**src/design/mhfe_pkg.sv**
```systemverilog
// mhfe_pkg: shared types, codes and helpers of the mail header field extractor
// no dependencies
`timescale 1ns / 1ps

package mhfe_pkg;

  localparam int NAME_MAX   = 32;
  localparam int NAME_POS_W = 6;
  localparam int NAME_IDX_W = 5;

  localparam logic [2:0] CFG_NAME_LENGTH = 3'd0;
  localparam logic [2:0] CFG_NAME_WORD_0 = 3'd1;
  localparam logic [2:0] CFG_NAME_WORD_1 = 3'd2;
  localparam logic [2:0] CFG_NAME_WORD_2 = 3'd3;
  localparam logic [2:0] CFG_NAME_WORD_3 = 3'd4;

  localparam logic [7:0] CH_TAB   = 8'd9;
  localparam logic [7:0] CH_LF    = 8'd10;
  localparam logic [7:0] CH_VT    = 8'd11;
  localparam logic [7:0] CH_FF    = 8'd12;
  localparam logic [7:0] CH_CR    = 8'd13;
  localparam logic [7:0] CH_SPACE = 8'd32;
  localparam logic [7:0] CH_COLON = 8'd58;

  localparam logic [2:0] WS_TAB   = 3'd0;
  localparam logic [2:0] WS_VT    = 3'd1;
  localparam logic [2:0] WS_FF    = 3'd2;
  localparam logic [2:0] WS_CR    = 3'd3;
  localparam logic [2:0] WS_SPACE = 3'd4;

  typedef enum logic [2:0] {
    PH_LINE_START,
    PH_LINE_CR,
    PH_NAME,
    PH_LEAD,
    PH_VALUE,
    PH_SKIP,
    PH_DONE
  } phase_t;

  typedef enum logic [1:0] {
    BK_IDLE,
    BK_FLUSH,
    BK_LAST
  } back_state_t;

  typedef struct packed {
    logic       hit;
    logic [2:0] code;
  } ws_t;

  typedef struct packed {
    logic [NAME_POS_W-1:0] pos;
    logic                  mis;
  } name_st_t;

  // one command word from front to back
  typedef struct packed {
    logic       is_end;
    logic       ovf;
    logic [7:0] data;
  } cmd_t;

  function automatic ws_t ws_class(input logic [7:0] b);
    ws_t r;
    r.hit  = 1'b1;
    r.code = WS_SPACE;
    case (b)
      CH_TAB:   r.code = WS_TAB;
      CH_VT:    r.code = WS_VT;
      CH_FF:    r.code = WS_FF;
      CH_CR:    r.code = WS_CR;
      CH_SPACE: r.code = WS_SPACE;
      default:  r.hit  = 1'b0;
    endcase
    return r;
  endfunction

  function automatic logic [7:0] ws_byte(input logic [2:0] code);
    logic [7:0] r;
    case (code)
      WS_TAB:  r = CH_TAB;
      WS_VT:   r = CH_VT;
      WS_FF:   r = CH_FF;
      WS_CR:   r = CH_CR;
      default: r = CH_SPACE;
    endcase
    return r;
  endfunction

  function automatic logic [7:0] fold(input logic [7:0] b);
    logic [7:0] r;
    r = b;
    if (b inside {[8'd65:8'd90]}) r = b + 8'd32;
    return r;
  endfunction

endpackage

```
**src/design/mhfe_ram.sv**
```systemverilog
// mhfe_ram: generic single write port ram with registered read
// no dependencies
`timescale 1ns / 1ps

module mhfe_ram #(
  parameter int W = 3,
  parameter int D = 16,
  parameter int AW = (D > 1) ? $clog2(D) : 1
) (
  input  logic          clk,
  input  logic          we,
  input  logic [AW-1:0] waddr,
  input  logic [W-1:0]  wdata,
  input  logic [AW-1:0] raddr,
  output logic [W-1:0]  rdata
);

  logic [W-1:0] mem_r [D];
  logic [W-1:0] rdata_r;

  always_ff @(posedge clk) begin
    if (we) mem_r[waddr] <= wdata;
    rdata_r <= mem_r[raddr];
  end

  assign rdata = rdata_r;

endmodule

```
**src/design/mhfe_fifo.sv**
```systemverilog
// mhfe_fifo: two word command queue between front and back
// no dependencies
`timescale 1ns / 1ps

module mhfe_fifo #(
  parameter int W = 15
) (
  input  logic         clk,
  input  logic         rst_n,
  input  logic         push,
  input  logic [W-1:0] wdata,
  output logic         full,
  input  logic         pop,
  output logic [W-1:0] rdata,
  output logic         empty
);

  logic [W-1:0] mem_r [2];
  logic         wp_r, wp_nxt;
  logic         rp_r, rp_nxt;
  logic [1:0]   cnt_r, cnt_nxt;

  assign full  = (cnt_r == 2'd2);
  assign empty = (cnt_r == 2'd0);
  assign rdata = mem_r[rp_r];

  always_comb begin
    wp_nxt  = wp_r ^ push;
    rp_nxt  = rp_r ^ pop;
    cnt_nxt = cnt_r + {1'b0, push} - {1'b0, pop};
  end

  always_ff @(posedge clk) begin
    if (!rst_n) begin
      wp_r  <= 1'b0;
      rp_r  <= 1'b0;
      cnt_r <= 2'd0;
    end else begin
      wp_r  <= wp_nxt;
      rp_r  <= rp_nxt;
      cnt_r <= cnt_nxt;
    end
  end

  always_ff @(posedge clk) begin
    if (push) mem_r[wp_r] <= wdata;
  end

  assert property (@(posedge clk) disable iff (!rst_n) push |-> !full || pop)
    else $error("queue overrun");
  assert property (@(posedge clk) disable iff (!rst_n) pop |-> !empty)
    else $error("queue underrun");
  assert property (@(posedge clk) disable iff (!rst_n) cnt_r != 2'd3)
    else $error("queue count out of range");

endmodule

```
**src/design/mhfe_front.sv**
```systemverilog
// mhfe_front: header parser, name match, whitespace hold buffer writes, config registers
// depends on mhfe_pkg
`timescale 1ns / 1ps

module mhfe_front #(
  parameter int HOLD_DEPTH = 16,
  parameter int CW = $clog2(HOLD_DEPTH + 1),
  parameter int AW = (HOLD_DEPTH > 1) ? $clog2(HOLD_DEPTH) : 1
) (
  input  logic              clk,
  input  logic              rst_n,
  input  logic [7:0]        in_data_byte,
  input  logic              in_end_of_block,
  input  logic              in_push,
  output logic              in_full,
  input  logic              cfg_valid,
  input  logic [2:0]        cfg_index,
  input  logic [63:0]       cfg_data,
  input  logic              q_full,
  output logic              q_push,
  output mhfe_pkg::cmd_t    q_cmd,
  output logic [CW-1:0]     q_nheld,
  input  logic              flush_done,
  output logic              ram_we,
  output logic [AW-1:0]     ram_waddr,
  output logic [2:0]        ram_wdata
);

  logic [mhfe_pkg::NAME_POS_W-1:0] len_r;
  logic [mhfe_pkg::NAME_MAX*8-1:0] name_bits_r;

  mhfe_pkg::phase_t   phase_r, phase_nxt;
  logic               coll_r, coll_nxt;
  mhfe_pkg::name_st_t name_r, name_nxt;
  logic [CW-1:0]      hcnt_r, hcnt_nxt;
  logic               ovf_r, ovf_nxt;
  logic               lock_r, lock_nxt;
  logic               accept;

  function automatic mhfe_pkg::name_st_t feed(input mhfe_pkg::name_st_t st,
                                              input logic [7:0] b);
    mhfe_pkg::name_st_t r;
    r = st;
    if (!st.mis) begin
      if (st.pos >= len_r || st.pos >= mhfe_pkg::NAME_POS_W'(mhfe_pkg::NAME_MAX)) begin
        r.mis = 1'b1;
      end else if (mhfe_pkg::fold(b) != mhfe_pkg::fold(
                   name_bits_r[st.pos[mhfe_pkg::NAME_IDX_W-1:0]*8 +: 8])) begin
        r.mis = 1'b1;
      end else begin
        r.pos = st.pos + 1'b1;
      end
    end
    return r;
  endfunction

  function automatic logic matched(input mhfe_pkg::name_st_t st);
    return !st.mis && st.pos == len_r && len_r != '0 &&
           len_r <= mhfe_pkg::NAME_POS_W'(mhfe_pkg::NAME_MAX);
  endfunction

  assign in_full = q_full || lock_r;
  assign accept  = in_push && !in_full;

  always_comb begin
    mhfe_pkg::name_st_t st;
    mhfe_pkg::ws_t      ws;
    logic [7:0]         b;
    b          = in_data_byte;
    ws         = mhfe_pkg::ws_class(b);
    st         = '0;
    phase_nxt  = phase_r;
    coll_nxt   = coll_r;
    name_nxt   = name_r;
    hcnt_nxt   = hcnt_r;
    ovf_nxt    = ovf_r;
    lock_nxt   = lock_r && !flush_done;
    q_push     = 1'b0;
    q_cmd      = '{is_end: 1'b0, ovf: ovf_r, data: b};
    q_nheld    = '0;
    ram_we     = 1'b0;
    ram_waddr  = hcnt_r[AW-1:0];
    ram_wdata  = ws.code;
    if (accept) begin
      if (in_end_of_block) begin
        if (coll_r) begin
          q_push       = 1'b1;
          q_cmd.is_end = 1'b1;
          q_cmd.data   = 8'd0;
        end
        coll_nxt  = 1'b0;
        hcnt_nxt  = '0;
        phase_nxt = mhfe_pkg::PH_LINE_START;
        name_nxt  = '0;
        ovf_nxt   = 1'b0;
      end else begin
        case (phase_r)
          mhfe_pkg::PH_LINE_START, mhfe_pkg::PH_LINE_CR: begin
            if (phase_r == mhfe_pkg::PH_LINE_START && b == mhfe_pkg::CH_CR) begin
              phase_nxt = mhfe_pkg::PH_LINE_CR;
            end else if (phase_r == mhfe_pkg::PH_LINE_START &&
                         (b == mhfe_pkg::CH_SPACE || b == mhfe_pkg::CH_TAB)) begin
              phase_nxt = coll_r ? mhfe_pkg::PH_LEAD : mhfe_pkg::PH_SKIP;
              hcnt_nxt  = '0;
            end else begin
              // current value ends here
              if (coll_r) begin
                q_push       = 1'b1;
                q_cmd.is_end = 1'b1;
                q_cmd.data   = 8'd0;
                ovf_nxt      = 1'b0;
              end
              coll_nxt = 1'b0;
              hcnt_nxt = '0;
              if (b == mhfe_pkg::CH_LF) begin
                phase_nxt = mhfe_pkg::PH_DONE;
              end else begin
                if (phase_r == mhfe_pkg::PH_LINE_CR) st = feed(st, mhfe_pkg::CH_CR);
                if (b == mhfe_pkg::CH_COLON && phase_r == mhfe_pkg::PH_LINE_START) begin
                  phase_nxt = mhfe_pkg::PH_SKIP;
                end else if (b == mhfe_pkg::CH_COLON) begin
                  coll_nxt  = matched(st);
                  phase_nxt = matched(st) ? mhfe_pkg::PH_LEAD : mhfe_pkg::PH_SKIP;
                end else begin
                  st        = feed(st, b);
                  phase_nxt = mhfe_pkg::PH_NAME;
                end
                name_nxt = st;
              end
            end
          end
          mhfe_pkg::PH_NAME: begin
            if (b == mhfe_pkg::CH_LF) begin
              phase_nxt = mhfe_pkg::PH_LINE_START;
            end else if (b == mhfe_pkg::CH_COLON) begin
              coll_nxt  = matched(name_r);
              hcnt_nxt  = '0;
              phase_nxt = matched(name_r) ? mhfe_pkg::PH_LEAD : mhfe_pkg::PH_SKIP;
            end else begin
              name_nxt = feed(name_r, b);
            end
          end
          mhfe_pkg::PH_LEAD: begin
            if (b == mhfe_pkg::CH_LF) begin
              phase_nxt = mhfe_pkg::PH_LINE_START;
            end else if (!ws.hit) begin
              q_push    = 1'b1;
              phase_nxt = mhfe_pkg::PH_VALUE;
            end
          end
          mhfe_pkg::PH_VALUE: begin
            if (b == mhfe_pkg::CH_LF) begin
              hcnt_nxt  = '0;
              phase_nxt = mhfe_pkg::PH_LINE_START;
            end else if (ws.hit) begin
              if (hcnt_r < CW'(HOLD_DEPTH)) begin
                ram_we   = 1'b1;
                hcnt_nxt = hcnt_r + 1'b1;
              end else begin
                ovf_nxt = 1'b1;
              end
            end else begin
              q_push   = 1'b1;
              q_nheld  = hcnt_r;
              hcnt_nxt = '0;
              // hold buffer stays frozen until the back has read it
              if (hcnt_r != '0) lock_nxt = 1'b1;
            end
          end
          mhfe_pkg::PH_SKIP: begin
            if (b == mhfe_pkg::CH_LF) phase_nxt = mhfe_pkg::PH_LINE_START;
          end
          default: begin
          end
        endcase
      end
    end
  end

  always_ff @(posedge clk) begin
    if (!rst_n) begin
      phase_r <= mhfe_pkg::PH_LINE_START;
      coll_r  <= 1'b0;
      name_r  <= '0;
      hcnt_r  <= '0;
      ovf_r   <= 1'b0;
      lock_r  <= 1'b0;
    end else begin
      phase_r <= phase_nxt;
      coll_r  <= coll_nxt;
      name_r  <= name_nxt;
      hcnt_r  <= hcnt_nxt;
      ovf_r   <= ovf_nxt;
      lock_r  <= lock_nxt;
    end
  end

  always_ff @(posedge clk) begin
    if (!rst_n) begin
      len_r       <= '0;
      name_bits_r <= '0;
    end else if (cfg_valid) begin
      case (cfg_index)
        mhfe_pkg::CFG_NAME_LENGTH: len_r <= cfg_data[mhfe_pkg::NAME_POS_W-1:0];
        mhfe_pkg::CFG_NAME_WORD_0: name_bits_r[63:0]    <= cfg_data;
        mhfe_pkg::CFG_NAME_WORD_1: name_bits_r[127:64]  <= cfg_data;
        mhfe_pkg::CFG_NAME_WORD_2: name_bits_r[191:128] <= cfg_data;
        mhfe_pkg::CFG_NAME_WORD_3: name_bits_r[255:192] <= cfg_data;
        default: begin
        end
      endcase
    end
  end

  assert property (@(posedge clk) disable iff (!rst_n) hcnt_r <= CW'(HOLD_DEPTH))
    else $error("hold count past depth");
  assert property (@(posedge clk) disable iff (!rst_n) lock_r |-> !ram_we)
    else $error("hold buffer written during flush");
  assert property (@(posedge clk) disable iff (!rst_n)
                   (q_push && q_nheld != '0) |=> lock_r)
    else $error("flush issued without lock");

endmodule

```
**src/design/mhfe_back.sv**
```systemverilog
// mhfe_back: executes commands, flushes held whitespace, drives the result register
// depends on mhfe_pkg
`timescale 1ns / 1ps

module mhfe_back #(
  parameter int HOLD_DEPTH = 16,
  parameter int CW = $clog2(HOLD_DEPTH + 1),
  parameter int AW = (HOLD_DEPTH > 1) ? $clog2(HOLD_DEPTH) : 1
) (
  input  logic           clk,
  input  logic           rst_n,
  input  logic           q_empty,
  input  mhfe_pkg::cmd_t q_cmd,
  input  logic [CW-1:0]  q_nheld,
  output logic           q_pop,
  output logic [AW-1:0]  ram_raddr,
  input  logic [2:0]     ram_rdata,
  output logic           flush_done,
  output logic [7:0]     out_value_byte,
  output logic           out_value_end,
  output logic           out_space_overflow,
  output logic           out_run_last,
  output logic           out_empty,
  input  logic           out_pop
);

  mhfe_pkg::back_state_t state_r, state_nxt;
  mhfe_pkg::cmd_t        cmd_r, cmd_nxt;
  logic [CW-1:0]         nheld_r, nheld_nxt;
  logic [CW-1:0]         idx_r, idx_nxt;
  logic                  out_valid_r;
  logic [7:0]            obyte_r, obyte_nxt;
  logic                  oend_r, oend_nxt;
  logic                  oovf_r, oovf_nxt;
  logic                  olast_r, olast_nxt;
  logic                  give;
  logic                  slot;

  assign slot      = !out_valid_r || out_pop;
  assign ram_raddr = idx_nxt[AW-1:0];

  always_comb begin
    state_nxt  = state_r;
    cmd_nxt    = cmd_r;
    nheld_nxt  = nheld_r;
    idx_nxt    = idx_r;
    q_pop      = 1'b0;
    give       = 1'b0;
    flush_done = 1'b0;
    obyte_nxt  = mhfe_pkg::ws_byte(ram_rdata);
    oend_nxt   = 1'b0;
    oovf_nxt   = cmd_r.ovf;
    olast_nxt  = 1'b0;
    case (state_r)
      mhfe_pkg::BK_FLUSH: begin
        if (slot) begin
          give    = 1'b1;
          idx_nxt = idx_r + 1'b1;
          if (idx_nxt == nheld_r) begin
            flush_done = 1'b1;
            idx_nxt    = '0;
            state_nxt  = mhfe_pkg::BK_LAST;
          end
        end
      end
      mhfe_pkg::BK_LAST: begin
        if (slot) begin
          give      = 1'b1;
          obyte_nxt = cmd_r.is_end ? 8'd0 : cmd_r.data;
          oend_nxt  = cmd_r.is_end;
          olast_nxt = 1'b1;
          state_nxt = mhfe_pkg::BK_IDLE;
        end
      end
      default: begin
      end
    endcase
    // pick up the next command
    if (!q_empty && (state_r == mhfe_pkg::BK_IDLE ||
                     (state_r == mhfe_pkg::BK_LAST && slot))) begin
      q_pop     = 1'b1;
      cmd_nxt   = q_cmd;
      nheld_nxt = q_nheld;
      idx_nxt   = '0;
      state_nxt = (q_nheld != '0) ? mhfe_pkg::BK_FLUSH : mhfe_pkg::BK_LAST;
    end
  end

  always_ff @(posedge clk) begin
    if (!rst_n) begin
      state_r     <= mhfe_pkg::BK_IDLE;
      idx_r       <= '0;
      out_valid_r <= 1'b0;
    end else begin
      state_r     <= state_nxt;
      idx_r       <= idx_nxt;
      out_valid_r <= give || (out_valid_r && !out_pop);
    end
  end

  always_ff @(posedge clk) begin
    cmd_r   <= cmd_nxt;
    nheld_r <= nheld_nxt;
    if (give) begin
      obyte_r <= obyte_nxt;
      oend_r  <= oend_nxt;
      oovf_r  <= oovf_nxt;
      olast_r <= olast_nxt;
    end
  end

  assign out_value_byte     = obyte_r;
  assign out_value_end      = oend_r;
  assign out_space_overflow = oovf_r;
  assign out_run_last       = olast_r;
  assign out_empty          = !out_valid_r;

  assert property (@(posedge clk) disable iff (!rst_n)
                   state_r == mhfe_pkg::BK_FLUSH |-> (nheld_r != '0 && idx_r < nheld_r))
    else $error("flush index out of range");
  assert property (@(posedge clk) disable iff (!rst_n)
                   flush_done |-> state_r == mhfe_pkg::BK_FLUSH)
    else $error("flush done outside flush");
  assert property (@(posedge clk) disable iff (!rst_n) give |-> slot)
    else $error("result register overwritten");

endmodule

```
**src/design/mail_header_field_extractor_unit.sv**
```systemverilog
// mail_header_field_extractor_unit: top level, parser front, command queue, flush back
// depends on mhfe_pkg, mhfe_ram, mhfe_fifo, mhfe_front, mhfe_back
//
//   channel  | handshake              | word
//   ---------+------------------------+------------------------------------------
//   in       | in_push / in_full      | in_data_byte, in_end_of_block
//   out      | out_pop / out_empty    | out_value_byte, out_value_end,
//            |                        | out_space_overflow, out_run_last
//   cfg      | cfg_valid / cfg_ready  | cfg_index, cfg_data
//
// one input word per cycle while no held whitespace is being flushed and the command queue has room
// a byte that ends a held run of n spaces gives n+1 results, one per cycle from the back
// while out_pop is high, and the front holds in_full high until the hold buffer ram has been read out
// a result passes from the word that causes it through the command queue and the back result register
// synchronous active low reset, no clearing pass; cfg_ready is always high
`timescale 1ns / 1ps

module mail_header_field_extractor_unit #(
  parameter int HOLD_DEPTH = 16
) (
  input  logic        clk,
  input  logic        rst_n,
  input  logic [7:0]  in_data_byte,
  input  logic        in_end_of_block,
  input  logic        in_push,
  output logic        in_full,
  output logic [7:0]  out_value_byte,
  output logic        out_value_end,
  output logic        out_space_overflow,
  output logic        out_run_last,
  output logic        out_empty,
  input  logic        out_pop,
  input  logic        cfg_valid,
  output logic        cfg_ready,
  input  logic [2:0]  cfg_index,
  input  logic [63:0] cfg_data
);

  localparam int CW = $clog2(HOLD_DEPTH + 1);
  localparam int AW = (HOLD_DEPTH > 1) ? $clog2(HOLD_DEPTH) : 1;
  localparam int QW = $bits(mhfe_pkg::cmd_t) + CW;

  mhfe_pkg::cmd_t wr_cmd, rd_cmd;
  logic [CW-1:0]  wr_nheld, rd_nheld;
  logic           q_push, q_full, q_pop, q_empty;
  logic [QW-1:0]  q_rdata;
  logic           flush_done;
  logic           ram_we;
  logic [AW-1:0]  ram_waddr, ram_raddr;
  logic [2:0]     ram_wdata, ram_rdata;

  assign cfg_ready = 1'b1;

  mhfe_front #(.HOLD_DEPTH(HOLD_DEPTH)) u_front (
    .clk             (clk),
    .rst_n           (rst_n),
    .in_data_byte    (in_data_byte),
    .in_end_of_block (in_end_of_block),
    .in_push         (in_push),
    .in_full         (in_full),
    .cfg_valid       (cfg_valid),
    .cfg_index       (cfg_index),
    .cfg_data        (cfg_data),
    .q_full          (q_full),
    .q_push          (q_push),
    .q_cmd           (wr_cmd),
    .q_nheld         (wr_nheld),
    .flush_done      (flush_done),
    .ram_we          (ram_we),
    .ram_waddr       (ram_waddr),
    .ram_wdata       (ram_wdata)
  );

  mhfe_fifo #(.W(QW)) u_queue (
    .clk   (clk),
    .rst_n (rst_n),
    .push  (q_push),
    .wdata ({wr_nheld, wr_cmd}),
    .full  (q_full),
    .pop   (q_pop),
    .rdata (q_rdata),
    .empty (q_empty)
  );

  assign rd_cmd   = q_rdata[$bits(mhfe_pkg::cmd_t)-1:0];
  assign rd_nheld = q_rdata[QW-1:$bits(mhfe_pkg::cmd_t)];

  mhfe_ram #(.W(3), .D(HOLD_DEPTH)) u_hold (
    .clk   (clk),
    .we    (ram_we),
    .waddr (ram_waddr),
    .wdata (ram_wdata),
    .raddr (ram_raddr),
    .rdata (ram_rdata)
  );

  mhfe_back #(.HOLD_DEPTH(HOLD_DEPTH)) u_back (
    .clk                (clk),
    .rst_n              (rst_n),
    .q_empty            (q_empty),
    .q_cmd              (rd_cmd),
    .q_nheld            (rd_nheld),
    .q_pop              (q_pop),
    .ram_raddr          (ram_raddr),
    .ram_rdata          (ram_rdata),
    .flush_done         (flush_done),
    .out_value_byte     (out_value_byte),
    .out_value_end      (out_value_end),
    .out_space_overflow (out_space_overflow),
    .out_run_last       (out_run_last),
    .out_empty          (out_empty),
    .out_pop            (out_pop)
  );

endmodule

```
**config.mk**
```make
export PLATFORM = sky130hd
export DESIGN_NAME = mail_header_field_extractor_unit
export DESIGN_NICKNAME = d
export VERILOG_FILES = /design/src/design/mhfe_pkg.sv /design/src/design/mhfe_ram.sv /design/src/design/mhfe_fifo.sv /design/src/design/mhfe_front.sv /design/src/design/mhfe_back.sv /design/src/design/mail_header_field_extractor_unit.sv
export SDC_FILE = /design/constraint.sdc
export NUM_CORES = 1
export LEC_CHECK = 0
export BUFFER_PORTS_ARGS = -buffer_cell sky130_fd_sc_hd__buf_2
export CAP_MARGIN = 25
export CELL_PAD_IN_SITES_DETAIL_PLACEMENT = 0
export CELL_PAD_IN_SITES_GLOBAL_PLACEMENT = 1
export CORE_UTILIZATION = 43
export DETAILED_ROUTE_END_ITERATION = 12
export GPL_TIMING_DRIVEN = 0
export PLACE_DENSITY = 0.72
export SLEW_MARGIN = 40
export SYNTH_ARGS = -nofsm -noshare
export SYNTH_HDL_FRONTEND = slang
export SYNTH_HIERARCHICAL = 1
export SYNTH_SLANG_ARGS = --single-unit
```
**constraint.sdc**
```tcl
create_clock -name clk -period 3.3 [get_ports clk]
set_input_delay 0.66 -clock clk [delete_from_list [all_inputs] [get_ports clk]]
set_output_delay 0.66 -clock clk [all_outputs]
set_load 0.02 [all_outputs]
```
==> Yosys cells after proc, flatten, opt, wreduce, memory -nomap -nowiden <==
Memories as Yosys holds them, arrays and structs flattened. A register that Yosys moved wholly into a read port is not among the register bits.
Index checks and enable logic that the tools add are counted.
{ "word_totals": {"n_memories": 2, "ram_bits": 78, "output_inout_bits": 14, "wordCells": 349, "in_bits": 81, "mem_bits_ro": 0, "register_bits": 318, "latchBits": 0} }
{ "op_classes": {"n_shift": 2, "mul": 0, "addsub": 10, "order_cmp": 15, "n_eq_ne": 48, "bitwise": 3, "div_mod_pow": 0, "n_mux": 177, "reduce_logical": 65} }
{ "memory_table": {"columns": ["name", "depth", "width", "rd", "rd_ports_with_merged_regs", "wr", "line", "source"], "rows": [
  ["u_hold.mem_r", 16, 3, 1, 1, 1, "mhfe_ram.sv:18", "logic [W-1:0] mem_r [D];"],
  ["u_queue.mem_r", 2, 15, 1, 1, 1, "mhfe_fifo.sv:18", "logic [W-1:0] mem_r [2];"]
]} }
{ "op_table": {"columns": ["operator", "count"], "rows": [
  ["indexed part select 256 x 9 -> 8 bit", 2],
  ["two-way mux 8 bit", 55],
  ["two-way mux 7 bit", 17],
  ["two-way mux 5 bit", 13],
  ["two-way mux 1 bit", 57],
  ["two-way mux 3 bit", 14],
  ["equality test 8 x 4 -> 1 bit, second input constant", 5],
  ["adder 8 x 6 -> 8 bit, second input constant", 4],
  [">= comparator 8 x 7 -> 1 bit, second input constant", 4],
  ["less-or-equal comparator 8 x 7 -> 1 bit, second input constant", 4],
  ["!= test 3 bit, second input constant", 10],
  ["two-way mux 6 bit", 4],
  ["one-hot mux 3 bit (4 select lines)", 2],
  ["one-hot mux 6 bit (4 select lines)", 1],
  ["equality test 3 x 2 -> 1 bit, second input constant", 6],
  ["logical AND 1 bit", 18],
  ["equality test 8 x 6 -> 1 bit, second input constant", 2],
  ["!= test 8 bit", 2],
  ["one-hot mux 5 bit (3 select lines)", 1],
  ["nonzero test 5 bit", 3],
  ["one-hot mux 7 bit (2 select lines)", 1],
  ["AND reduction 2 bit", 7],
  ["adder 6 x 1 -> 6 bit, second input constant", 2],
  ["equality test 6 bit", 2],
  ["other kinds (40)", 84]
]} }

==> Longest topological paths before layout <==
Gate-level depths: netlist of the first run.
{ "logic_depth": {"ltp_word": 46, "mapped_depth": 15, "mapped_depth_nobuf": 15} }

==> Cells and area by module <==
The synthesis of the first run kept the hierarchy.
{ "modules_own_cells": {"columns": ["mod", "n_inst", "area_each_um2", "seq_area_each_um2", "cells_per_inst"], "rows": [
  ["mhfe_front", 1, 13518.0, 5605.4, 1667],
  ["mhfe_ram", 1, 2011.9, 1501.4, 103],
  ["mhfe_back", 1, 1485.2, 940.9, 114],
  ["mhfe_fifo", 1, 1372.6, 1001.0, 68],
  ["mail_header_field_extractor_unit", 1, 11.3, 0.0, 2]
]} }

==> Least setup slack after synthesis of the first run <==
OpenSTA, ideal clock, no wires.
{ "synth_path": {"path_kind": "register to register", "start": "register u_front/name_r[2] (netlist name)", "end": "register u_front/name_r[3] (netlist name)", "arrival_ns": 3.422, "path_stages_with_launch": 15, "path_buffers": 3, "required_ns": 3.226, "period_less_slack_ns": 3.496, "setup_ns": 0.074, "setup_slack_ns": -0.196, "path_cell_list": "dfxtp_1 buf_4 buf_2 buf_2 mux4_2 mux4_2 nand2_1 nand2_1 ha_1 or2_0 nor4_1 nor3b_1 o31a_4 a2111o_1 a31oi_1"} }
{ "synth_between": {"elab_chain_cells": 14, "elab_cells_between_ends": 28, "classes_between": "add/sub: 2; order compare: 4; eq/ne: 3; shift: 1; mux: 15; reduce/logical: 3"} }
{ "synth_lines": {"columns": ["element", "line", "source"], "rows": [
  ["from (decl)", "mhfe_front.sv:34", "mhfe_pkg::name_st_t name_r, name_nxt;"],
  ["from (signal assigned)", "mhfe_front.sv:191", "name_r <= name_nxt;"],
  ["indexed part select 256 x 9 -> 8 bit", "mhfe_front.sv:48", "name_bits_r[st.pos[mhfe_pkg::NAME_IDX_W-1:0]*8 +: 8])) begin"],
  [">= comparator 8 x 7 -> 1 bit or less-or-equal comparator 8 x 7 -> 1 bit (tied branches)", "mhfe_pkg.sv:94", "if (b inside {[8'd65:8'd90]}) r = b + 8'd32;"],
  ["logical AND 1 bit", "mhfe_pkg.sv:94", null],
  ["two-way mux 8 bit", "mhfe_pkg.sv:94", null],
  ["two-way mux 8 bit", "mhfe_front.sv:45", "if (st.pos >= len_r || st.pos >= mhfe_pkg::NAME_POS_W'(mhfe_pkg::NAME_MAX)) begin"],
  ["two-way mux 8 bit", "mhfe_front.sv:44", "if (!st.mis) begin"],
  ["two-way mux 8 bit", "mhfe_front.sv:135", "end else if (b == mhfe_pkg::CH_COLON) begin"],
  ["two-way mux 8 bit", "mhfe_front.sv:133", "if (b == mhfe_pkg::CH_LF) begin"],
  ["two-way mux 8 bit", "mhfe_front.sv:97", "case (phase_r)"],
  ["two-way mux 8 bit", "mhfe_front.sv:85", "if (in_end_of_block) begin"],
  ["two-way mux 8 bit", "mhfe_front.sv:84", "if (accept) begin"],
  ["!= test 8 bit", "mhfe_front.sv:47", "end else if (mhfe_pkg::fold(b) != mhfe_pkg::fold("],
  ["!= test 3 bit (no source line)", null, null],
  ["AND reduction 10 bit (no source line)", null, null]
]} }
Several ways; a longest one is shown, not always the timed one. The select of a mux whose other input is x is not followed.
A chain may end at the register's enable or synchronous reset.

==> Final worst setup path of the first run <==
{ "layout_path": {"start": "register u_front/name_r[1] (netlist name)", "end": "register u_front/name_r[3] (netlist name)"} }
Same word-level chain as after synthesis.

==> results of run 1 <==
-- placed cells by master (no fill, tap or decap), drive strengths merged, types with 7 or more instances in the layout --
| cell type | count |
|---|---|
| or3 | 7 |
| a21oi | 293 |
| nor2 | 80 |
| mux2i | 37 |
| and2 | 24 |
| o21ai | 17 |
| nor2b | 13 |
| mux4 | 67 |
| xnor2 | 13 |
| dfxtp | 296 |
| nand4 | 7 |
| a21o | 7 |
| clkinv | 8 |
| nor3 | 19 |
| a22oi | 8 |
| nor3b | 9 |
| nand2 | 563 |
| ha | 26 |
| buf | 157 |
| nand2b | 11 |
| edfxtp | 104 |
| mux2 | 20 |
| nor4 | 8 |
| clkbuf | 153 |
| xor2 | 11 |
| nand3 | 32 |
| inv | 38 |
| and3 | 12 |
| o221ai | 7 |
-- layer usage --
metal	routed length (um)	track usage	vias to the layer above
li1	-	-	7157
met5	0	0	-
met2	30300	0.486	639
met3	4410	0.0506	156
met4	3280	0.149	0
met1	25700	0.365	7498
-- state kept, by name (all words and copies together), names as in the netlist, 2 cells and up, named ones only --
| signal | flops |
|---|---|
| u_back/cmd_r | 9 |
| u_back/idx_r | 5 |
| u_back/nheld_r | 5 |
| u_back/out_value_byte | 8 |
| u_back/state_r | 2 |
| u_front/hcnt_r | 5 |
| u_front/len_r | 6 |
| u_front/name_bits_r | 256 |
| u_front/name_r | 7 |
| u_front/phase_r | 3 |
| u_hold/mem_r | 48 |
| u_hold/rdata | 3 |
| u_queue/cnt_r | 2 |
| u_queue/mem_r | 30 |
-- power by group --
group / switching, mW / leakage, nW / internal [mW]
clock: 2.04 / 0.716 / 3.02
combinational: 1.13 / 3.39 / 0.713
sequential: 0.133 / 3.31 / 5.36
-- worst max-delay path: cells and delay by family (launching register included) --
family / cells / cell delay (ns)
flops: 1 / 0.36
compound gates: 5 / 1.62
simple gates: 3 / 0.62
mux: 2 / 0.70
buf+inv: 3 / 0.38
-- final cells by class --
class / count / area [um^2] / share of cell area
plain buffers: 128 / 748 / 0.0343
clock buffers: 64 / 1290 / 0.0591
clock inverters: 15 / 190 / 0.00873
inverters: 38 / 146 / 0.00672
multi-input cells: 1388 / 8980 / 0.412
flip-flops and latches: 400 / 9060 / 0.416
well taps: 539 / 674 / 0.0309
repair buffers: 118 / 703 / 0.0323
-- worst max-delay path by stage --
stage / to / depth (start not counted) / startpoint
4_1_cts: u_front/name_r[3]$_SDFFE_PN0P_ / 14 / u_front/name_r[1]$_SDFFE_PN0P_
3_3_place_gp: u_front/name_r[5]$_SDFFE_PN0P_ / 13 / u_front/name_r[2]$_SDFFE_PN0P_
6_report: u_front/name_r[3]$_SDFFE_PN0P_ / 13 / u_front/name_r[1]$_SDFFE_PN0P_
2_1_floorplan: u_front/name_r[3]$_SDFFE_PN0P_ / 14 / u_front/name_r[1]$_SDFFE_PN0P_
3_5_place_dp: u_front/name_r[1]$_SDFFE_PN0P_ / 13 / u_front/name_r[2]$_SDFFE_PN0P_
5_1_grt: u_front/name_r[3]$_SDFFE_PN0P_ / 13 / u_front/name_r[1]$_SDFFE_PN0P_
-- kinds of logic (layout without fill, tap and decap cells) --
| kind of cell | Yosys count | after routing | synth area share |
|---|---|---|---|
| AOI/OAI and AO/OA | 403 | 403 | 0.128 |
| adders and majority gates | 26 | 26 | 0.0177 |
| buffers and inverters | 166 | 363 | 0.0414 |
| other | 1 | 1 | 0.000204 |
| and+or+nand+nor | 809 | 809 | 0.191 |
| xor gates and xnor gates | 25 | 25 | 0.0126 |
| DFF | 400 | 400 | 0.492 |
| muxes | 124 | 124 | 0.118 |
-- through the flow --
| step | std cells | worst slack (ns) | utilization | hold WS, ns |
|---|---|---|---|---|
| 5_1_grt | 2690 | -0.518 | 0.518 | 0.376 |
| 4_1_cts | 2682 | -0.391 | 0.512 | 0.356 |
| 6_report | 2690 | -0.474 | 0.518 | 0.371 |
| 3_3_place_gp | 2580 | -1.18 | 0.465 | 0.406 |
| 2_1_floorplan | 1954 | -0.0203 | - | 0.400 |
| 3_5_place_dp | 2580 | -1.23 | 0.466 | 0.427 |
-- timing repair --
action | 4_1_cts | 5_1_grt
gates resized for setup | 62 | 43
setup endpoints to repair | 60 | 56
gates cloned | 0 | 0
buffers inserted | 23 | 8
hold buffers | 0 | 0
pin swaps | 9 | 11
==> out/results.txt, run 1 <==
Outcome - complete, but fails checks
Failing checks - negative setup slack
Period Utilization, post-route - 1.14
Post-route ant nets - 0
Hold Path Origin - cfg_data[15]
Layout Area Growth over Synthesis - 18.4%
Min cycle time layout - 3.77 ns
Synth warnings - 6
Hold crit path type - in -> reg
Die area - 0.0436 mm^2
IO Port Bufs - 87
Worst Reg-to-Reg Cells - 13
Crit start category - flop
CP most frequent cell - buf_12
Number of flops mapped to enable cells by yosys - 104
Total gr overflow - 0
Placed inst area - 0.0196 mm^2
Core Area - 0.0420 mm^2
Final WS setup - -0.474 ns
Io pins - 95
Setup TNS - -2.89 ns
Clk_lat worst skew - 0.59 ns
Final worst clock skew - 0.0286 ns
Max VDD drop - 0.000416 V
Static leakage - 7.42 nW
Clk pin slew, worst setup/hold paths - 0.06 ns
CP Capture Type - flop
# fillers - 3,942
1st-iter DRT viols - 1,341
Antenna Cells - 0
Fin nets - 2,226
Crit-path max cell delay - 0.56 ns
Top_reg_cell synth - dfxtp_1
Die Y - 209 um
Post-DP HPWL - 47.1 mm
RePlAce Congestion - 0.982
Layout cell share with drive strength beyond 1 - 0.174
Clock buffer count from CTS - 45
Drt wl/cell - 23.7 um
Mapped Avg Cell Area - 9.42 um^2
Post-Syn Area - 0.0184 mm^2
Initial Util - 0.438
Syn Inst Count - 1,954
Area contributors post-synth - dfxtp_1 32%, edfxtp_1 17%, nand2_1 11%
Post-synth top area cell - dfxtp_1
MaxCap Viol Count - 0
Top-count cell post-synth - nand2_1
Row count - 75
DR pass1 iterations - 5
CP required - 3.79 ns
FMAX - 0.265 GHz
H-tree level count - 2
Die Wd - 209 um
Number of global-route vias before repair - 14,600
Slew @ Worst Pin - 0.883 ns
Total GRT Usage - 0.292
Slew HR - 0.411
Sink Count - 400
Top cell type's share of synthesized area - 0.322
Global-route wire length before repair - 93.5 mm
Worst path cell trace - buf_12 -> buf_12 -> buf_12 -> mux4_2 -> and2_4 -> a311oi_2 -> nor4_2 -> o211a_1 -> nor4b_4 -> mux2i_1 -> o31a_4 -> a2111o_1 -> a31oi_1
Final instance area - 0.0218 mm^2
Data arrival time of the worst path - 4.26 ns
Slowest CP cell - mux4_2
CTS tree - yes
Routed via count - 15,500
Flop2flop setup slack - -0.47 ns
Largest net degree at the start of global routing - 21
Root Buffer - clkbuf_16
Net Count, Synth - 2,061
Residual DRC - 0
Peak fanout along the critical path - 7
Via-per-instance ratio - 5.74
Worst r2r src - u_front/name_r[1]$_SDFFE_PN0P_
Endpoints failing hold - 0
Setup-failing EPs final - 7
Clk buf depth - 3
Reg2reg end - u_front/name_r[3]$_SDFFE_PN0P_
Async S/R FF share, synth - 0
Worst hold path endpoint - u_front/name_bits_r[143]$_SDFFE_PN0P_
Pwr per Cell Area - 569 mW/mm^2
Power Total - 12.4 mW
Commonest cells in the netlist - 563 x nand2_1, 296 x dfxtp_1, 293 x a21oi_1
Sequential share of the synthesized area - 0.492
WL final - 63.8 mm
Register bit total from synthesis - 400
Critical path class - reg -> reg
RSZ-0062 raised after global routing - true
Count of different cell masters after synthesis - 89
Initial antenna violation count - 0
Hold path cells - 3
Slew Viols, Final - 0
Power figures use the tool's default switching activity.
==> run 2, diff against run 1 <==
ABC_AREA = 1   (was unset)
CORE_UTILIZATION = 41   (was 43)
==> run 2 against run 1 <==
Effect of this change:
- the run now ends clean
- cell count grew 25%
- maximum frequency rose by 17%
- flip-flop and latch count unchanged
- core utilization is 3.7 points lower
- clock power shrank 4.9%
- synthesized area is 4.5% higher
- synthesized cell count grew 31%
- die area is 9.5% higher
- register-to-register slack better by 0.55 ns
- largest power group unchanged
- highest routed layer unchanged
==> out/results.txt, run 2 <==
MaxCap Viol Count - 0 (unchanged)
Max VDD drop - 0.000516 V (+24%)
Largest delay share family, worst path - compound AO/OA/AOI/OAI gates
Fin nets - 2,824 (+27%)
Reg with most FFs - u_front/name_bits_r
Top-count cell post-synth - nor2_1
Period Utilization, post-route - 0.977 (-0.167)
Critical path origin - u_front/name_r[1]$_SDFFE_PN0P_
RePlAce Congestion - 0.958 (-2.4%)
Crit-path max cell delay - 0.54 ns (-0.02 ns)
Post-route ant nets - 0 (unchanged)
Die Y - 219 um (+4.7%)
Number of global-route vias before repair - 17,200 (+18%)
Root Buffer - clkbuf_16
Flop2flop setup slack - 0.08 ns (+0.55 ns)
Total gr overflow - 0 (unchanged)
Hold Buf Count CTS - 0 (unchanged)
Outcome - complete, no violations
Worst setup path end - u_front/name_r[3]$_SDFFE_PN0P_
Reg2reg end - u_front/name_r[3]$_SDFFE_PN0P_
Synth warnings - 6 (unchanged)
Residual DRC - 0 (unchanged)
Largest net degree at the start of global routing - 21 (unchanged)
CTS tree - yes
Core Area - 0.0459 mm^2 (+9.1%)
Syn Inst Count - 2,569 (+31%)
Setup TNS - 0 ns (+2.89 ns)
Area contributors post-synth - dfxtp_1 31%, edfxtp_1 16%, o21ai_0 8.1%
Clk pin slew, worst setup/hold paths - 0.06 ns (about the same)
Post-Syn Area - 0.0192 mm^2 (+4.5%)
Commonest cells in the netlist - 408 x nor2_1, 399 x nand2_1, 311 x o21ai_0
CP required - 3.79 ns (about the same)
Slew Viols, Final - 0 (unchanged)
Clk buf depth - 3 (unchanged)
Routed via count - 18,300 (+18%)
Placed inst area - 0.0205 mm^2 (+4.8%)
Hold slack - 0.363 ns (-0.00794 ns)
Sink Count - 400 (unchanged)
WL final - 75.6 mm (+18%)
Setup-failing EPs final - 0 (-7)
Via-per-instance ratio - 5.46 (-4.9%)
Sequential share of the synthesized area - 0.470 (-0.0213)
Worst Reg-to-Reg Cells - 19 (+6)
Final worst clock skew - 0.0170 ns (-0.0116 ns)
Slew @ Worst Pin - 0.919 ns (+0.0360 ns)
Biggest regs - u_front/name_bits_r (256), u_hold/mem_r (48), u_queue/mem_r (30)
Final design utilization - 0.481 (-0.0373)
Peak fanout along the critical path - 10 (+3)
Non-Filler Instances - 3,353 (+25%)
Initial antenna violation count - 0 (unchanged)
Clk_lat worst skew - 0.59 ns (about the same)
Top_reg_cell synth - dfxtp_1
Pwr per Cell Area - 604 mW/mm^2 (+6.3%)
Post-DP HPWL - 56.7 mm (+20%)
Critical path class - reg -> reg
Layout cell share with drive strength beyond 1 - 0.111 (-0.0631)
Hold path cells - 3 (unchanged)
Layout Area Growth over Synthesis - 14.7%
Number of flops mapped to enable cells by yosys - 104 (unchanged)
Total GRT Usage - 0.316 (+0.0241)
Die Wd - 219 um (+4.7%)
Hold crit path type - in -> reg
Data arrival time of the worst path - 3.72 ns (-0.54 ns)
Io pins - 95 (unchanged)
Min cycle time layout - 3.22 ns (-0.550 ns)
Crit path depth - 19 (+6)
Slew HR - 0.387 (-0.0240)
Static leakage - 8.94 nW (+20%)
Mapped Avg Cell Area - 7.49 um^2 (-20%)
1st-iter DRT viols - 1,668 (+24%)
H-tree level count - 2 (unchanged)
DR pass1 iterations - 6 (+1)
Crit start category - flop
Endpoints failing hold - 0 (unchanged)
Global-route wire length before repair - 110 mm (+18%)
Async S/R FF share, synth - 0 (unchanged)
Top cell type's share of synthesized area - 0.308 (-0.0140)
CP Capture Type - flop
Final instance area - 0.0221 mm^2 (+1.3%)
WP buf/inv - 6 (+3)
Row count - 78 (+4.0%)
Count of different cell masters after synthesis - 52 (-42%)
Max reg flops - 256 (unchanged)
Register bit total from synthesis - 400 (unchanged)
Most common cell after layout, fill and taps aside - nor2_1
Clock buffer count from CTS - 46 (+2.2%)
Worst r2r src - u_front/name_r[1]$_SDFFE_PN0P_
Drt wl/cell - 22.5 um (-4.9%)
Placed Cells - 3,267 (+27%)
Slowest CP cell - o21ai_0
Die area - 0.0478 mm^2 (+9.5%)
Worst path cell trace - inv_2 -> buf_6 -> buf_6 -> o21ai_1 -> o21ai_0 -> a21oi_1 -> nand2_1 -> nand2_2 -> inv_1 -> ha_1 -> inv_1 -> nand3_1 -> nand3_1 -> nand2_1 -> inv_1 -> nand3_4 -> nand2_2 -> nand2_1 -> a21oi_1
FMAX - 0.310 GHz (+17%)
IO Port Bufs - 92 (+5.7%)
Initial Util - 0.419 (-0.0184)
Post-synth top area cell - dfxtp_1
Net Count, Synth - 2,676 (+30%)
Most frequent cells in the layout - 407 x nor2_1, 399 x nand2_1, 309 x o21ai_0
Antenna Cells - 0 (unchanged)
==> run 2: power by group <==
part	internal [mW]	switching (mW)
clock	2.71	2.10
combinational	0.950	1.92
sequential	5.48	0.170
==> run 2: worst reg2reg max path, delay by kind of cell (launching register included) <==
kind	cells	cell delay (ns)
buf+inv	6	0.78
compound gates	4	0.95
flops	1	0.38
simple gates	8	0.82
fa+ha+maj	1	0.22
==> run 2: area by class of cell <==
cell class | instances | area, um^2
Multi-Input combinational cell | 1726 | 8410
Sequential cell | 400 | 9050
Tap cell | 600 | 751
Timing Repair Buffer | 100 | 526
Fill cell | 4772 | 23800
Clock buffer | 66 | 1290
Clock inverter | 18 | 103
Inverter | 292 | 1110
Buffer | 151 | 831
==> run 2: worst min path at each step <==
| stage | from | end | slack, ns |
|---|---|---|---|
| CTS | cfg_data[27] | u_front/name_bits_r[91]$_SDFFE_PN0P_ | 0.34 |
| global placement | u_back/oovf_nxt$_DFFE_PN_ | u_back/out_space_overflow$_DFFE_PP_ | 0.41 |
| global route | cfg_data[42] | u_front/name_bits_r[106]$_SDFFE_PN0P_ | 0.37 |
| detailed placement | u_back/oovf_nxt$_DFFE_PN_ | u_back/out_space_overflow$_DFFE_PP_ | 0.41 |
| finish | cfg_data[28] | u_front/name_bits_r[92]$_SDFFE_PN0P_ | 0.36 |
| floorplan | u_back/oovf_nxt$_DFFE_PN_ | u_back/out_space_overflow$_DFFE_PP_ | 0.40 |
==> run 2: logic make-up after synthesis <==
kind of cell,count (synthesis),share of synthesized area
muxes,16,0.0113
and+or+nand+nor,1118,0.249
buffers and inverters,443,0.0961
other,1,0.000195
AOI/OAI and AO/OA,553,0.151
adders and majority gates,26,0.0169
DFF,400,0.470
xor gates and xnor gates,12,0.00547
==> run 2: timing repair <==
item,4_1_cts,5_1_grt
resized for setup,10,46
setup buffers,0,2
endpoints found under the setup margin,7,7
hold endpoints to repair,0,0
pin swaps,0,3
==> run 2: routing by layer <==
metal / track usage / up-vias / wire [um]
met5: 0 / - / 0
met4: 0.148 / 0 / 3720
met3: 0.0501 / 169 / 5180
met2: 0.521 / 734 / 35300
met1: 0.403 / 8676 / 31400
li1: - / 8729 / -
==> run 2: metrics by stage <==
stage          setup slack [ns]  total power, mW
6_report                 0.0758             13.3
5_1_grt                -0.00861             13.9
4_1_cts                  0.0272             13.4
3_5_place_dp             -0.299             8.60
3_3_place_gp              -1.15             8.55
2_1_floorplan             0.498             7.70
==> run 3, diff against run 2 <==
SYNTH_HIERARCHICAL = unset   (was 1)
==> run 3 against run 2 <==
Effect of this change:
- flip-flop and latch count unchanged
- clock power up 2%
- largest cell class unchanged
- critical path depth up 1
- critical path type unchanged
- first-iteration DRC count up 0.90%
- register-to-register slack better by 0.04 ns
==> out/results.txt, run 3 <==
Max VDD drop - 0.000398 V (-23%)
MaxCap Viol Count - 0 (unchanged)
Sink Count - 400 (unchanged)
Post-Syn Area - 0.0188 mm^2 (-2.0%)
Min cycle time layout - 3.18 ns (-0.0393 ns)
Number of global-route vias before repair - 17,000 (-1.2%)
Most common cell after layout, fill and taps aside - nor2_1
Post-DP HPWL - 57.1 mm (+0.84%)
Total gr overflow - 0 (unchanged)
Xor/xnor share of the synthesized area - 0.00790 (+0.00244)
Largest family of logic cells by synthesized area - simple AND/OR/NAND/NOR gates
Peak fanout along the critical path - 10 (unchanged)
Synth Area in Compound Gates - 0.161 (+0.00993)
Final worst clock skew - 0.0318 ns (+0.0148 ns)
Top_reg_cell synth - dfxtp_1
Sequential share of the synthesized area - 0.480 (+0.00965)
Clk buf depth - 3 (unchanged)
Residual DRC - 0 (unchanged)
Non-Filler Instances - 3,290 (-1.9%)
CP required - 3.72 ns (-0.07 ns)
Count of different cell masters after synthesis - 50 (-3.8%)
IO Port Bufs - 91 (-1.1%)
Power Total - 13.9 mW (+4.0%)
Biggest regs - u_front.name_bits_r (256), u_hold.mem_r (48), u_queue.mem_r (30)
Post-route ant nets - 0 (unchanged)
Row count - 78 (unchanged)
RePlAce Congestion - 1.00 (+4.4%)
DR pass1 iterations - 5 (-1)
Root Buffer - clkbuf_16
Slew HR - 0.465 (+0.0777)
Outcome - complete, no violations
Setup-failing EPs final - 0 (unchanged)
Endpoints failing hold - 0 (unchanged)
Hold crit path type - in -> reg
Routed via count - 17,900 (-2.1%)
Worst r2r src - u_front.name_r[1]$_SDFFE_PN0P_
Critical path class - reg -> reg
Layout Area Growth over Synthesis - 15.8%
Initial Util - 0.415 (-0.00401)
Io pins - 95 (unchanged)
Global-route wire length before repair - 112 mm (+1.9%)
Data arrival time of the worst path - 3.61 ns (-0.11 ns)
WL final - 76.6 mm (+1.3%)
Commonest cells in the netlist - 469 x nor2_1, 357 x nand2_1, 327 x o21ai_0
Hold Path Origin - cfg_data[33]
Clk pin slew, worst setup/hold paths - 0.06 ns (about the same)
1st-iter DRT viols - 1,683 (+0.90%)
Syn Inst Count - 2,509 (-2.3%)
Layout cell share with drive strength beyond 1 - 0.109 (-0.00141)
Period Utilization, post-route - 0.965 (-0.0119)
Mapped Avg Cell Area - 7.51 um^2 (+0.33%)
Largest net degree at the start of global routing - 17 (-19%)
Worst Reg-to-Reg Cells - 20 (+1)
Clock buffer count from CTS - 46 (unchanged)
Hold path cells - 3 (unchanged)
Register bit total from synthesis - 400 (unchanged)
H-tree level count - 2 (unchanged)
Initial antenna violation count - 0 (unchanged)
Area contributors post-synth - dfxtp_1 31%, edfxtp_1 17%, nor2_1 9.3%
Static leakage - 8.64 nW (-3.4%)
Async S/R FF share, synth - 0 (unchanged)
Slew Viols, Final - 0 (unchanged)
Max reg flops - 256 (unchanged)
RSZ-0062 raised after global routing - true
Die area - 0.0468 mm^2 (-2.0%)
Crit start category - flop
Synth Area in Adders - 0.0173 (+0.000347)
Post-synth top area cell - dfxtp_1
FMAX - 0.314 GHz (+1.2%)
Placed Cells - 3,202 (-2.0%)
Die Wd - 216 um (-1.0%)
Critical path origin - u_front.name_r[1]$_SDFFE_PN0P_
CTS tree - yes
Drt wl/cell - 23.3 um (+3.3%)
Number of flops mapped to enable cells by yosys - 104 (unchanged)
Mux cell area share after synthesis - 0.00890 (-0.00236)
Pwr per Cell Area - 636 mW/mm^2 (+5.2%)
Simple-gate area share of the yosys netlist - 0.241 (-0.00778)
Net Count, Synth - 2,616 (-2.2%)
Most frequent cells in the layout - 464 x nor2_1, 352 x nand2_1, 323 x o21ai_0
Via-per-instance ratio - 5.45 (-0.19%)
Clk_lat worst skew - 0.59 ns (about the same)
Slew @ Worst Pin - 0.802 ns (-0.117 ns)
Fin nets - 2,765 (-2.1%)
Die Y - 216 um (-1.0%)
Reg with most FFs - u_front.name_bits_r
Top cell type's share of synthesized area - 0.314 (+0.00632)
Synth warnings - 0 (-6)
Core Area - 0.0454 mm^2 (-1.1%)
Top-count cell post-synth - nor2_1
Total GRT Usage - 0.327 (+0.0114)
CP Capture Type - flop
==> run 3: cell types whose count changed in the layout (fill, tap and decap cells not counted), sizes merged, moves of 5 or more <==
| cell | delta |
|---|---|
| a21oi | -14 |
| buf | -8 |
| clkinv | -8 |
| inv | -56 |
| nand2 | -40 |
| nand3 | -40 |
| nand4 | -7 |
| nor2 | +56 |
| nor3 | +7 |
| o211ai | +5 |
| o21ai | +26 |
| o22ai | +5 |
==> run 3: layer usage <==
layer  up-vias  GRT usage  share of wire
li1       8589          -              -
met1      8520      0.416           0.42
met2       646      0.546           0.47
met3       174     0.0465          0.057
met4         0      0.156          0.054
met5         -          0              0
==> run 3: worst max-delay path, stage by stage (launching register included) <==
cell and delay (ns):
dfxtp_1 0.36, buf_6 0.15, buf_6 0.14, buf_2 0.40, nand2_1 0.10, o211ai_1 0.13, nand3_1 0.26, nand3_1 0.14
nand2_1 0.11, nand2_1 0.16, nand2_1 0.10, nor2_2 0.15, nor2_4 0.06, nand3_1 0.07, nand3_1 0.08, nor2_2 0.17
nand2_2 0.09, nand2_4 0.11, nand2_4 0.08, nand2_1 0.08, a21oi_1 0.07
==> run 3: path summary, 6_finish.rpt <==
check                                         end  slack [ns]
max reg2reg        u_front.name_r[5]$_SDFFE_PN0P_        0.12
max                u_front.name_r[5]$_SDFFE_PN0P_        0.12
min          u_front.name_bits_r[33]$_SDFFE_PN0P_        0.36
min reg2reg   u_back.out_space_overflow$_DFFE_PP_        0.45
==> run 3: cells by family (layout without fill, tap and decap cells) <==
group,count (synthesis),in the layout
other,1,3
and+or+nand+nor,1092,1092
adders and majority gates,26,26
buffers and inverters,381,560
muxes,15,15
xor gates and xnor gates,17,17
DFF,400,400
AOI/OAI and AO/OA,577,577
==> run 3: cell type report <==
class | instances | area [um^2]
Sequential cell | 400 | 9050
Inverter | 234 | 885
Fill cell | 4637 | 23600
Antenna cell | 2 | 5.00
Clock inverter | 13 | 126
Multi-Input combinational cell | 1728 | 8390
Tap cell | 600 | 751
Buffer | 147 | 774
Clock buffer | 65 | 1290
Timing Repair Buffer | 100 | 539
Timing Repair inverter | 1 | 5.00
==> run 3: timing repair <==
action	in CTS	in global routing
gates resized for setup	19	55
gates cloned	1	0
hold buffers	0	0
endpoints found under the setup margin	40	40
pin swaps	0	5
setup buffers	0	6
==> run 3: where the power goes <==
part	total (mW)	switching, mW	leakage (nW)	internal [mW]
sequential	5.65	0.179	3.39	5.47
clock	4.91	2.05	0.697	2.86
combinational	3.30	2.33	4.55	0.979
==> run 3: metrics by stage <==
step | setup TNS, ns | instance area (um^2) | setup slack (ns) | utilization | hold WS (ns)
detailed placement | -22.66 | 20100 | -0.655 | 0.443 | 0.438
floorplan | 0 | 18800 | 0.358 | - | 0.400
finish | 0 | 21800 | 0.115 | 0.481 | 0.357
global placement | -162.20 | 20100 | -1.31 | 0.442 | 0.427
CTS | 0 | 21600 | 0.00603 | 0.476 | 0.336
global route | -0.147 | 21800 | -0.147 | 0.481 | 0.370
